<file path="config.mk">
export PLATFORM = sky130hd
export DESIGN_NAME = rc4_stream_cipher_top_flat
export DESIGN_NICKNAME = d
export VERILOG_FILES = /design/src/rtl/rc4_pkg.sv /design/src/rtl/rc4_in_if.sv /design/src/rtl/rc4_out_if.sv /design/src/rtl/rc4_perm_ram.sv /design/src/rtl/rc4_key_regs.sv /design/src/rtl/rc4_engine.sv /design/src/rtl/rc4_stream_cipher_top.sv /design/src/flat_wrapper.sv
export SDC_FILE = /design/constraint.sdc
export NUM_CORES = 2
export LEC_CHECK = 0
export BUFFER_PORTS_ARGS = -buffer_cell sky130_fd_sc_hd__buf_2
export CORE_MARGIN = 2
export CORE_UTILIZATION = 35
export CTS_CLUSTER_DIAMETER = 120
export DETAILED_ROUTE_END_ITERATION = 10
export MAX_ROUTING_LAYER = met4
export PLACE_DENSITY = 0.63
export SYNTH_ARGS = -nofsm -noshare
export SYNTH_HDL_FRONTEND = slang
export SYNTH_SLANG_ARGS = --single-unit
</file>
<file path="constraint.sdc">
create_clock -name clk_i -period 6.1 [get_ports clk_i]
set_clock_uncertainty 0.05 [all_clocks]
set_input_delay 0.915 -clock clk_i [delete_from_list [all_inputs] [get_ports clk_i]]
set_output_delay 0.915 -clock clk_i [all_outputs]
set_load 0.1 [all_outputs]
</file>
<file path="src/rtl/rc4_pkg.sv">
// Shared types, constants and codes of the RC4 stream cipher.
`default_nettype none

package rc4_pkg;

  // Byte and permutation geometry.
  localparam int unsigned BYTE_W     = 8;
  localparam int unsigned PERM_DEPTH = 256;

  // Configuration port geometry.
  localparam int unsigned CFG_IDX_W  = 2;
  localparam int unsigned CFG_DATA_W = 64;
  localparam int unsigned KEY_LEN_W  = 5;

  // Default key capacity and reset key length.
  localparam int unsigned           KEY_BYTES_DEF = 16;
  localparam logic [KEY_LEN_W-1:0]  KEY_LEN_RESET = 5'd16;

  // Register indexes of the configuration port.
  typedef enum logic [CFG_IDX_W-1:0] {
    CFG_KEY_LOW  = 2'd0,
    CFG_KEY_HIGH = 2'd1,
    CFG_KEY_LEN  = 2'd2
  } rc4_cfg_idx_e;

  // Engine sequencer states.
  typedef enum logic [3:0] {
    ST_IDLE,
    ST_INIT,
    ST_KS_RD,
    ST_KS_J,
    ST_KS_WK,
    ST_KS_WJ,
    ST_RD_I,
    ST_GEN_J,
    ST_GEN_T,
    ST_GEN_OUT
  } rc4_state_e;

  // One cycle of access to the permutation memory.
  typedef struct packed {
    logic              we;
    logic [BYTE_W-1:0] waddr;
    logic [BYTE_W-1:0] wdata;
    logic [BYTE_W-1:0] raddr;
  } rc4_mem_req_t;

endpackage

`default_nettype wire

</file>
<file path="src/rtl/rc4_in_if.sv">
// Input channel: one data byte and its start-of-message flag per beat.
`default_nettype none

interface rc4_in_if;
  import rc4_pkg::*;

  logic              valid;
  logic              ready;
  logic [BYTE_W-1:0] in_byte;
  logic              start_message;

  modport source (output valid, output in_byte, output start_message, input ready);
  modport sink   (input valid, input in_byte, input start_message, output ready);
endinterface

`default_nettype wire

</file>
<file path="src/rtl/rc4_out_if.sv">
// Output channel: one combined byte per beat.
`default_nettype none

interface rc4_out_if;
  import rc4_pkg::*;

  logic              valid;
  logic              ready;
  logic [BYTE_W-1:0] out_byte;

  modport source (output valid, output out_byte, input ready);
  modport sink   (input valid, input out_byte, output ready);
endinterface

`default_nettype wire

</file>
<file path="src/rtl/rc4_perm_ram.sv">
// Permutation memory: one write port and one read port with registered read data.
`default_nettype none

module rc4_perm_ram (
  input  wire logic                       clk_i,
  input  wire rc4_pkg::rc4_mem_req_t      req_i,
  output logic [rc4_pkg::BYTE_W-1:0]      rdata_o
);
  import rc4_pkg::*;

  logic [BYTE_W-1:0] mem_q [PERM_DEPTH];

  // Write port.
  always_ff @(posedge clk_i) begin
    if (req_i.we) begin
      mem_q[req_i.waddr] <= req_i.wdata;
    end
  end

  // Read port returns the contents before a same-cycle write.
  always_ff @(posedge clk_i) begin
    rdata_o <= mem_q[req_i.raddr];
  end

endmodule

`default_nettype wire

</file>
<file path="src/rtl/rc4_key_regs.sv">
// Key configuration registers and effective key length.
`default_nettype none

module rc4_key_regs #(
  parameter int unsigned KEY_BYTES = rc4_pkg::KEY_BYTES_DEF
) (
  input  wire logic                                    clk_i,
  input  wire logic                                    rst_ni,
  input  wire logic                                    cfg_we_i,
  input  wire logic [rc4_pkg::CFG_IDX_W-1:0]           cfg_idx_i,
  input  wire logic [rc4_pkg::CFG_DATA_W-1:0]          cfg_data_i,
  output logic [KEY_BYTES-1:0][rc4_pkg::BYTE_W-1:0]    key_o,
  output logic [rc4_pkg::KEY_LEN_W-1:0]                key_len_o
);
  import rc4_pkg::*;

  localparam int unsigned BYTES_PER_WORD = CFG_DATA_W / BYTE_W;

  logic [KEY_LEN_W-1:0] key_len_q;

  // Key bytes: each one belongs to a fixed byte lane of one of the two key words.
  for (genvar b = 0; b < KEY_BYTES; b++) begin : g_key
    localparam rc4_cfg_idx_e WORD = (b < BYTES_PER_WORD) ? CFG_KEY_LOW : CFG_KEY_HIGH;
    localparam int unsigned  OFS  = (b % BYTES_PER_WORD) * BYTE_W;

    always_ff @(posedge clk_i or negedge rst_ni) begin
      if (!rst_ni) begin
        key_o[b] <= '0;
      end else if (cfg_we_i && (rc4_cfg_idx_e'(cfg_idx_i) == WORD)) begin
        key_o[b] <= cfg_data_i[OFS +: BYTE_W];
      end
    end
  end

  // Key length register.
  always_ff @(posedge clk_i or negedge rst_ni) begin
    if (!rst_ni) begin
      key_len_q <= KEY_LEN_RESET;
    end else if (cfg_we_i && (rc4_cfg_idx_e'(cfg_idx_i) == CFG_KEY_LEN)) begin
      key_len_q <= cfg_data_i[KEY_LEN_W-1:0];
    end
  end

  // A length of zero acts as one; lengths above the key capacity saturate.
  always_comb begin
    if (key_len_q == '0) begin
      key_len_o = KEY_LEN_W'(1);
    end else if (key_len_q > KEY_LEN_W'(KEY_BYTES)) begin
      key_len_o = KEY_LEN_W'(KEY_BYTES);
    end else begin
      key_len_o = key_len_q;
    end
  end

endmodule

`default_nettype wire

</file>
<file path="src/rtl/rc4_engine.sv">
// Sequencer and datapath for the key schedule and keystream generation.
`default_nettype none

module rc4_engine #(
  parameter int unsigned KEY_BYTES = rc4_pkg::KEY_BYTES_DEF
) (
  input  wire logic                                    clk_i,
  input  wire logic                                    rst_ni,
  rc4_in_if.sink                                       in_i,
  rc4_out_if.source                                    out_o,
  input  wire logic [KEY_BYTES-1:0][rc4_pkg::BYTE_W-1:0] key_i,
  input  wire logic [rc4_pkg::KEY_LEN_W-1:0]           key_len_i,
  output rc4_pkg::rc4_mem_req_t                        mem_req_o,
  input  wire logic [rc4_pkg::BYTE_W-1:0]              mem_rdata_i
);
  import rc4_pkg::*;

  localparam int unsigned KIDX_W = (KEY_BYTES > 1) ? $clog2(KEY_BYTES) : 1;
  localparam logic [BYTE_W-1:0] LAST_ENTRY = BYTE_W'(PERM_DEPTH - 1);

  rc4_state_e state_q, state_d;

  logic              keyed_q, keyed_d;
  logic [BYTE_W-1:0] i_q, i_d;
  logic [BYTE_W-1:0] j_q, j_d;
  logic [BYTE_W-1:0] k_q, k_d;
  logic [KIDX_W-1:0] kidx_q, kidx_d;
  logic [BYTE_W-1:0] si_q, si_d;
  logic [BYTE_W-1:0] sj_q, sj_d;
  logic [BYTE_W-1:0] t_q, t_d;
  logic [BYTE_W-1:0] data_q, data_d;
  logic              out_valid_q, out_valid_d;
  logic [BYTE_W-1:0] out_byte_q, out_byte_d;

  logic              in_acc;
  logic              need_key;
  logic              out_free;
  logic [BYTE_W-1:0] j_new;
  logic [BYTE_W-1:0] t_new;
  logic [BYTE_W-1:0] ks_byte;
  logic [KEY_LEN_W-1:0] kidx_inc;

  // Handshake helpers.
  assign in_acc   = in_i.valid && in_i.ready;
  assign need_key = in_i.start_message || !keyed_q;
  assign out_free = !out_valid_q || out_o.ready;
  assign kidx_inc = KEY_LEN_W'(kidx_q) + KEY_LEN_W'(1);

  // Keystream byte: the swap is still being written to memory when entry t is read, so entries i and j
  // are taken from the saved values, with j winning when both indices match.
  always_comb begin
    if (t_q == j_q) begin
      ks_byte = si_q;
    end else if (t_q == i_q) begin
      ks_byte = sj_q;
    end else begin
      ks_byte = mem_rdata_i;
    end
  end

  // Next state.
  always_comb begin
    state_d = state_q;
    case (state_q)
      ST_IDLE: begin
        if (in_acc) begin
          state_d = need_key ? ST_INIT : ST_GEN_J;
        end
      end
      ST_INIT: begin
        if (k_q == LAST_ENTRY) begin
          state_d = ST_KS_RD;
        end
      end
      ST_KS_RD:  state_d = ST_KS_J;
      ST_KS_J:   state_d = ST_KS_WK;
      ST_KS_WK:  state_d = ST_KS_WJ;
      ST_KS_WJ:  state_d = (k_q == LAST_ENTRY) ? ST_RD_I : ST_KS_RD;
      ST_RD_I:   state_d = ST_GEN_J;
      ST_GEN_J:  state_d = ST_GEN_T;
      ST_GEN_T:  state_d = ST_GEN_OUT;
      ST_GEN_OUT: begin
        if (out_free) begin
          state_d = ST_IDLE;
        end
      end
      default:   state_d = ST_IDLE;
    endcase
  end

  // Outputs and datapath updates.
  always_comb begin
    keyed_d     = keyed_q;
    i_d         = i_q;
    j_d         = j_q;
    k_d         = k_q;
    kidx_d      = kidx_q;
    si_d        = si_q;
    sj_d        = sj_q;
    t_d         = t_q;
    data_d      = data_q;
    out_valid_d = out_valid_q;
    out_byte_d  = out_byte_q;
    j_new       = j_q + mem_rdata_i;
    t_new       = si_q + mem_rdata_i;

    mem_req_o.we    = 1'b0;
    mem_req_o.waddr = k_q;
    mem_req_o.wdata = k_q;
    mem_req_o.raddr = i_q + BYTE_W'(1);

    in_i.ready = (state_q == ST_IDLE);

    if (out_valid_q && out_o.ready) begin
      out_valid_d = 1'b0;
    end

    case (state_q)
      ST_IDLE: begin
        // Entry i+1 is read speculatively; it is used when no key schedule runs.
        if (in_acc) begin
          data_d = in_i.in_byte;
          if (need_key) begin
            k_d = '0;
          end else begin
            i_d = i_q + BYTE_W'(1);
          end
        end
      end
      ST_INIT: begin
        mem_req_o.we = 1'b1;
        k_d          = k_q + BYTE_W'(1);
        j_d          = '0;
        kidx_d       = '0;
      end
      ST_KS_RD: begin
        mem_req_o.raddr = k_q;
      end
      ST_KS_J: begin
        j_new           = j_q + mem_rdata_i + key_i[kidx_q];
        j_d             = j_new;
        si_d            = mem_rdata_i;
        mem_req_o.raddr = j_new;
      end
      ST_KS_WK: begin
        mem_req_o.we    = 1'b1;
        mem_req_o.waddr = k_q;
        mem_req_o.wdata = mem_rdata_i;
      end
      ST_KS_WJ: begin
        mem_req_o.we    = 1'b1;
        mem_req_o.waddr = j_q;
        mem_req_o.wdata = si_q;
        k_d             = k_q + BYTE_W'(1);
        kidx_d          = (kidx_inc == key_len_i) ? '0 : kidx_q + KIDX_W'(1);
        if (k_q == LAST_ENTRY) begin
          i_d     = '0;
          j_d     = '0;
          keyed_d = 1'b1;
        end
      end
      ST_RD_I: begin
        i_d = i_q + BYTE_W'(1);
      end
      ST_GEN_J: begin
        si_d            = mem_rdata_i;
        j_d             = j_new;
        mem_req_o.raddr = j_new;
      end
      ST_GEN_T: begin
        sj_d            = mem_rdata_i;
        t_d             = t_new;
        mem_req_o.we    = 1'b1;
        mem_req_o.waddr = i_q;
        mem_req_o.wdata = mem_rdata_i;
        mem_req_o.raddr = t_new;
      end
      ST_GEN_OUT: begin
        mem_req_o.we    = 1'b1;
        mem_req_o.waddr = j_q;
        mem_req_o.wdata = si_q;
        mem_req_o.raddr = t_q;
        if (out_free) begin
          out_valid_d = 1'b1;
          out_byte_d  = data_q ^ ks_byte;
        end
      end
      default: begin
        mem_req_o.we = 1'b0;
      end
    endcase
  end

  // Control registers.
  always_ff @(posedge clk_i or negedge rst_ni) begin
    if (!rst_ni) begin
      state_q     <= ST_IDLE;
      keyed_q     <= 1'b0;
      i_q         <= '0;
      j_q         <= '0;
      out_valid_q <= 1'b0;
    end else begin
      state_q     <= state_d;
      keyed_q     <= keyed_d;
      i_q         <= i_d;
      j_q         <= j_d;
      out_valid_q <= out_valid_d;
    end
  end

  // Payload registers.
  always_ff @(posedge clk_i) begin
    k_q        <= k_d;
    kidx_q     <= kidx_d;
    si_q       <= si_d;
    sj_q       <= sj_d;
    t_q        <= t_d;
    data_q     <= data_d;
    out_byte_q <= out_byte_d;
  end

  assign out_o.valid    = out_valid_q;
  assign out_o.out_byte = out_byte_q;

  // The memory is left alone while waiting for a beat.
  a_idle_no_write: assert property (@(posedge clk_i) disable iff (!rst_ni)
    (state_q == ST_IDLE) |-> !mem_req_o.we)
    else $error("permutation written while idle");

  // A new result is only produced at the end of a generator pass.
  a_out_from_gen: assert property (@(posedge clk_i) disable iff (!rst_ni)
    $rose(out_valid_q) |-> ($past(state_q) == ST_GEN_OUT))
    else $error("result produced outside the generator pass");

  // Generation never runs on an unkeyed permutation.
  a_gen_keyed: assert property (@(posedge clk_i) disable iff (!rst_ni)
    (state_q == ST_GEN_J) |-> keyed_q)
    else $error("keystream generated before the key schedule");

  // The cyclic key index stays below the effective key length.
  a_kidx_range: assert property (@(posedge clk_i) disable iff (!rst_ni)
    (state_q == ST_KS_J) |-> (KEY_LEN_W'(kidx_q) < key_len_i))
    else $error("key byte index out of range");

endmodule

`default_nettype wire

</file>
<file path="src/rtl/rc4_stream_cipher_top.sv">
// Top level of the RC4 stream cipher: key registers, engine and permutation memory.
`default_nettype none

// Each input beat yields exactly one output beat: the input byte XORed with the next
// RC4 keystream byte. Its pace is set by the three dependent reads on the one read
// port of the permutation memory plus the write-back of the swap; one finished byte
// may wait in the output register while the next one is accepted and processed. A
// beat with start_message set, and the first beat after reset, first runs the key
// schedule, which loads the identity permutation and then mixes in the key one entry
// at a time. Key registers must be written over the cfg port only while the block is
// idle; the block itself does not enforce this. New values take effect at the next
// key schedule. key_length of zero acts as one, and values above KEY_BYTES saturate.
module rc4_stream_cipher_top #(
  parameter int unsigned KEY_BYTES = rc4_pkg::KEY_BYTES_DEF
) (
  input  wire logic                            clk_i,
  input  wire logic                            rst_ni,
  rc4_in_if.sink                               in_i,
  rc4_out_if.source                            out_o,
  input  wire logic                            cfg_we_i,
  input  wire logic [rc4_pkg::CFG_IDX_W-1:0]   cfg_idx_i,
  input  wire logic [rc4_pkg::CFG_DATA_W-1:0]  cfg_data_i
);
  import rc4_pkg::*;

  logic [KEY_BYTES-1:0][BYTE_W-1:0] key;
  logic [KEY_LEN_W-1:0]             key_len;
  rc4_mem_req_t                     mem_req;
  logic [BYTE_W-1:0]                mem_rdata;

  // Configuration registers.
  rc4_key_regs #(
    .KEY_BYTES (KEY_BYTES)
  ) u_key_regs (
    .clk_i      (clk_i),
    .rst_ni     (rst_ni),
    .cfg_we_i   (cfg_we_i),
    .cfg_idx_i  (cfg_idx_i),
    .cfg_data_i (cfg_data_i),
    .key_o      (key),
    .key_len_o  (key_len)
  );

  // Sequencer and datapath.
  rc4_engine #(
    .KEY_BYTES (KEY_BYTES)
  ) u_engine (
    .clk_i       (clk_i),
    .rst_ni      (rst_ni),
    .in_i        (in_i),
    .out_o       (out_o),
    .key_i       (key),
    .key_len_i   (key_len),
    .mem_req_o   (mem_req),
    .mem_rdata_i (mem_rdata)
  );

  // Permutation storage.
  rc4_perm_ram u_perm_ram (
    .clk_i   (clk_i),
    .req_i   (mem_req),
    .rdata_o (mem_rdata)
  );

endmodule

`default_nettype wire

</file>
<file path="src/flat_wrapper.sv">
// flat-port wrapper written by rule: the top's interface ports become plain ports
module rc4_stream_cipher_top_flat import rc4_pkg::*;
#(
  parameter int unsigned KEY_BYTES = rc4_pkg::KEY_BYTES_DEF
)
  (clk_i, rst_ni, cfg_we_i, cfg_idx_i, cfg_data_i, in_i_valid, in_i_in_byte, in_i_start_message, in_i_ready, out_o_valid, out_o_out_byte, out_o_ready);
  rc4_in_if in_i_i ();
  rc4_out_if out_o_i ();
  input  wire logic clk_i;
  input  wire logic rst_ni;
  input  wire logic cfg_we_i;
  input  wire logic [rc4_pkg::CFG_IDX_W-1:0] cfg_idx_i;
  input  wire logic [rc4_pkg::CFG_DATA_W-1:0] cfg_data_i;
  input wire logic [$bits(in_i_i.valid)-1:0] in_i_valid;
  input wire logic [$bits(in_i_i.in_byte)-1:0] in_i_in_byte;
  input wire logic [$bits(in_i_i.start_message)-1:0] in_i_start_message;
  output wire logic [$bits(in_i_i.ready)-1:0] in_i_ready;
  output wire logic [$bits(out_o_i.valid)-1:0] out_o_valid;
  output wire logic [$bits(out_o_i.out_byte)-1:0] out_o_out_byte;
  input wire logic [$bits(out_o_i.ready)-1:0] out_o_ready;
  assign in_i_i.valid = in_i_valid;
  assign in_i_i.in_byte = in_i_in_byte;
  assign in_i_i.start_message = in_i_start_message;
  assign in_i_ready = in_i_i.ready;
  assign out_o_valid = out_o_i.valid;
  assign out_o_out_byte = out_o_i.out_byte;
  assign out_o_i.ready = out_o_ready;
  rc4_stream_cipher_top #(.KEY_BYTES(KEY_BYTES)) u_core (.clk_i(clk_i), .rst_ni(rst_ni), .in_i(in_i_i), .out_o(out_o_i), .cfg_we_i(cfg_we_i), .cfg_idx_i(cfg_idx_i), .cfg_data_i(cfg_data_i));
endmodule
</file>
==> impl_metrics.ini <==
[worst_setup_path]
end_kind = register
path_max_fanout = 32
required_ns = 6.85
crit_type = reg -> reg
critical_path.startpoint_type = register
crit_arrival_ns = 6.80

[detailed_routing]
ant_nets = 0
avgRoutedWirePerCell_um = 27.5
firstDrtPassIters = 8
route.detailed.drc = 0
drtIter0Drc = 9087
vias = 62100
routed_via_density = 5.73
wirelength_mm = 298

[timing]
setup_slack_ns = 0.0534
report.final.slew_viol_count = 0
relSlewSlack_pct = 6.21
tightest_slew_ns = 1.40
finalHoldViolCount = 0
max_freq_mhz = 165
setup_viol = 0
fin_crit_ns = 6.05
min_period_over_period_pct = 99.1
rsz0062_at_grt = no

[layout]
final_cells = 10800
fin_area_um2 = 108000
utilization_pct = 40.6
area_growth_pct = 15.5
fillCellCount = 24400
final_nets = 7224
layout-drive-gt1-share_pct = 15.4

[placement]
port_buffers = 89
place_ws_ns = -0.491
dp_cells = 10400
routabilityCongestion = 0.951
place_area_um2 = 100000
hpwl_mm = 188

[yosys]
synth.area.top_cells = edfxtp_1 (68%), nand2_1 (6.2%), dfrtp_1 (4.1%), nand3_1 (2.7%), mux4_2 (1.8%)
synth_warnings = 0
syn_inst = 6819
synth-seq-cells = 2263
synth_top_cell_area_share_pct = 67.7
async_reset_ff_share_pct = 6.85
synth_cell_types = 92
synthTopCellsByCount = edfxtp_1 (2100), nand2_1 (1538), nand3_1 (505)
ys_seq_area_share_pct = 72.1
synth_area_um2 = 93100
synth_edf_count = 2100
avgSynthCellArea_um2 = 13.7
synth_fp_nets = 6926
synth_most_common_cell = edfxtp_1
yosys_most_used_dff = edfxtp_1
yosys.area.top_type = edfxtp_1

[clock_network]
clkSinkCount = 2263
cts_made_buffers = 220
clk_pin_slew_ns = 0.06
cts_hold_buf = 0
insertion_delay_ns = 0.88
cts-htree-levels = 4
clockBufferDepth = 3
cts-root-buf = clkbuf_16
cts_tree = done

[floorplanning]
die-area_um2 = 270000
core_um2 = 265000
initial_core_util_pct = 35.1
die_h_um = 520
row_count = 189
dieWidth_um = 520
io_pins = 90

[global_route]
grt_overflow = 0
antenna_found_initial = 10
grt_max_degree = 108
grt_pass1_vias = 58800
grt_pass1_wl_mm = 427
grtUsageTotal_pct = 22.1

[flow_run]
drv_cap = 0

[min_path]
hold_class = in -> async

[outcome]
outcome = finished clean
-- cells by family (layout without fill, tap and decap cells) --
kind of cell             Yosys count  after routing  share of synthesized area [%]
AO/OA/AOI/OAI                    930            930                           7.23
XOR/XNOR                          57             57                          0.536
adder cells (fa/ha/maj)           27             27                          0.387
buffers and inverters            495            970                           2.53
flip-flops                      2263           2263                           72.1
multiplexers                     327            327                           4.70
other                              0             10                              0
AND/OR/NAND/NOR                 2720           2720                           12.5
-- per-layer routing --
layer  wire (um)  GRT usage, %  up-vias  part of all wire, %
met4       15000          10.2        0                  5.0
met2      137000          33.4     3836                   46
met5           0             -        -                    0
li1            -             -    26300                    -
met3       32200          4.86      735                   11
met1      114000          28.3    31200                   38
-- timing repair --
item / 4_1_cts / 5_1_grt
endpoints found under the hold margin: 0 / 0
pin swaps: 1 / 0
endpoints found under the setup margin: 8 / 8
buffers inserted: 0 / 1
resized for setup: 8 / 3
-- per-stage QoR --
stage | setup TNS, ns | hold WS (ns)
5_1_grt | 0 | 0.154
3_3_place_gp | -1.65 | 0.411
2_1_floorplan | 0 | 0.385
6_report | 0 | 0.126
4_1_cts | 0 | 0.131
3_5_place_dp | -1.46 | 0.409
-- final cells by class --
cell class	count	area [um^2]	area share, %
flip-flops and latches	2263	67100	62.4
multi-input cells	4061	23900	22.3
clock buffers	283	5930	5.51
repair buffers	553	5020	4.67
well taps	3533	4420	4.11
clock inverters	116	1040	0.963
inverters	18	67.6	0.0628
diodes	10	25.0	0.0233
-- cells in the final DEF, fill, tap and decap left out, types with 24 or more instances in the layout --
master	synthesis	final
edfxtp_1	2100	2100
nand2_1	1538	1530
nand3_1	505	505
buf_4	45	377
nor2_1	352	347
clkbuf_16	0	226
and3_1	177	177
dfrtp_1	154	154
a31oi_1	152	151
mux2_2	137	137
a211oi_1	137	135
mux2i_1	116	116
a21oi_1	117	114
a311oi_1	108	104
buf_2	231	88
buf_12	0	87
o21ai_0	84	84
a32oi_1	77	77
mux4_2	74	74
clkinv_1	0	52
clkbuf_1	168	48
xnor2_1	34	34
nor3_1	34	33
clkinv_2	0	31
o22ai_1	26	25
a22oi_1	25	25
ha_1	24	24
-- sequential cells by signal (all words and copies together), names as in the netlist, 4 cells and up --
name / count
u_core.u_perm_ram.mem_q: 2048
u_core.u_key_regs.key_len_q: 5
u_core.u_engine.si_q: 8
u_core.u_key_regs.key_o: 128
u_core.u_engine.t_q: 8
u_core.u_engine.kidx_q: 4
u_core.u_engine.state_q: 4
u_core.u_engine.data_q: 8
u_core.u_engine.out_o.out_byte: 8
u_core.u_engine.sj_q: 8
u_core.u_engine.k_q: 8
u_core.u_engine.i_q: 8
u_core.u_engine.j_q: 8
u_core.u_perm_ram.rdata_o: 8
-- worst paths after layout --
path / startpoint / to / slack [ns] / cells past startpoint
setup reg to reg: u_core.u_engine.kidx_q[0] / u_core.u_perm_ram.rdata_o[0] / 0.05 / 19
setup / recovery: u_core.u_engine.kidx_q[0] / u_core.u_perm_ram.rdata_o[0] / 0.05 / 19
hold reg to reg: u_core.u_engine.keyed_q / u_core.u_engine.keyed_q / 0.42 / 1
min in group clk_i: in_i_in_byte[0] / u_core.u_engine.data_q[0] / 0.18 / 1
max in group asynchronous: rst_ni / u_core.u_key_regs.key_o[19] / 4.62 / 2
hold / removal: rst_ni / u_core.u_key_regs.key_o[94] / 0.13 / 1
-- worst max-delay path, cell delays in order, from the launching register on --
cell	delay (ns)
edfxtp_1	0.37
buf_12	0.14
buf_12	0.19
mux4_2	0.51
mux4_2	0.49
ha_1	0.30
a211oi_1	0.45
nor2_1	0.12
xor2_1	0.17
a22oi_1	0.11
buf_4	0.21
a21o_4	0.25
buf_12	0.19
buf_12	0.23
nor2_1	0.89
a32oi_1	0.31
nand3_1	0.18
o21ai_0	0.21
a32oi_1	0.45
o2bb2ai_1	0.16
Power is not shown: default switching activity piles up to over one toggle a cycle in this logic, so the estimate is an artifact.
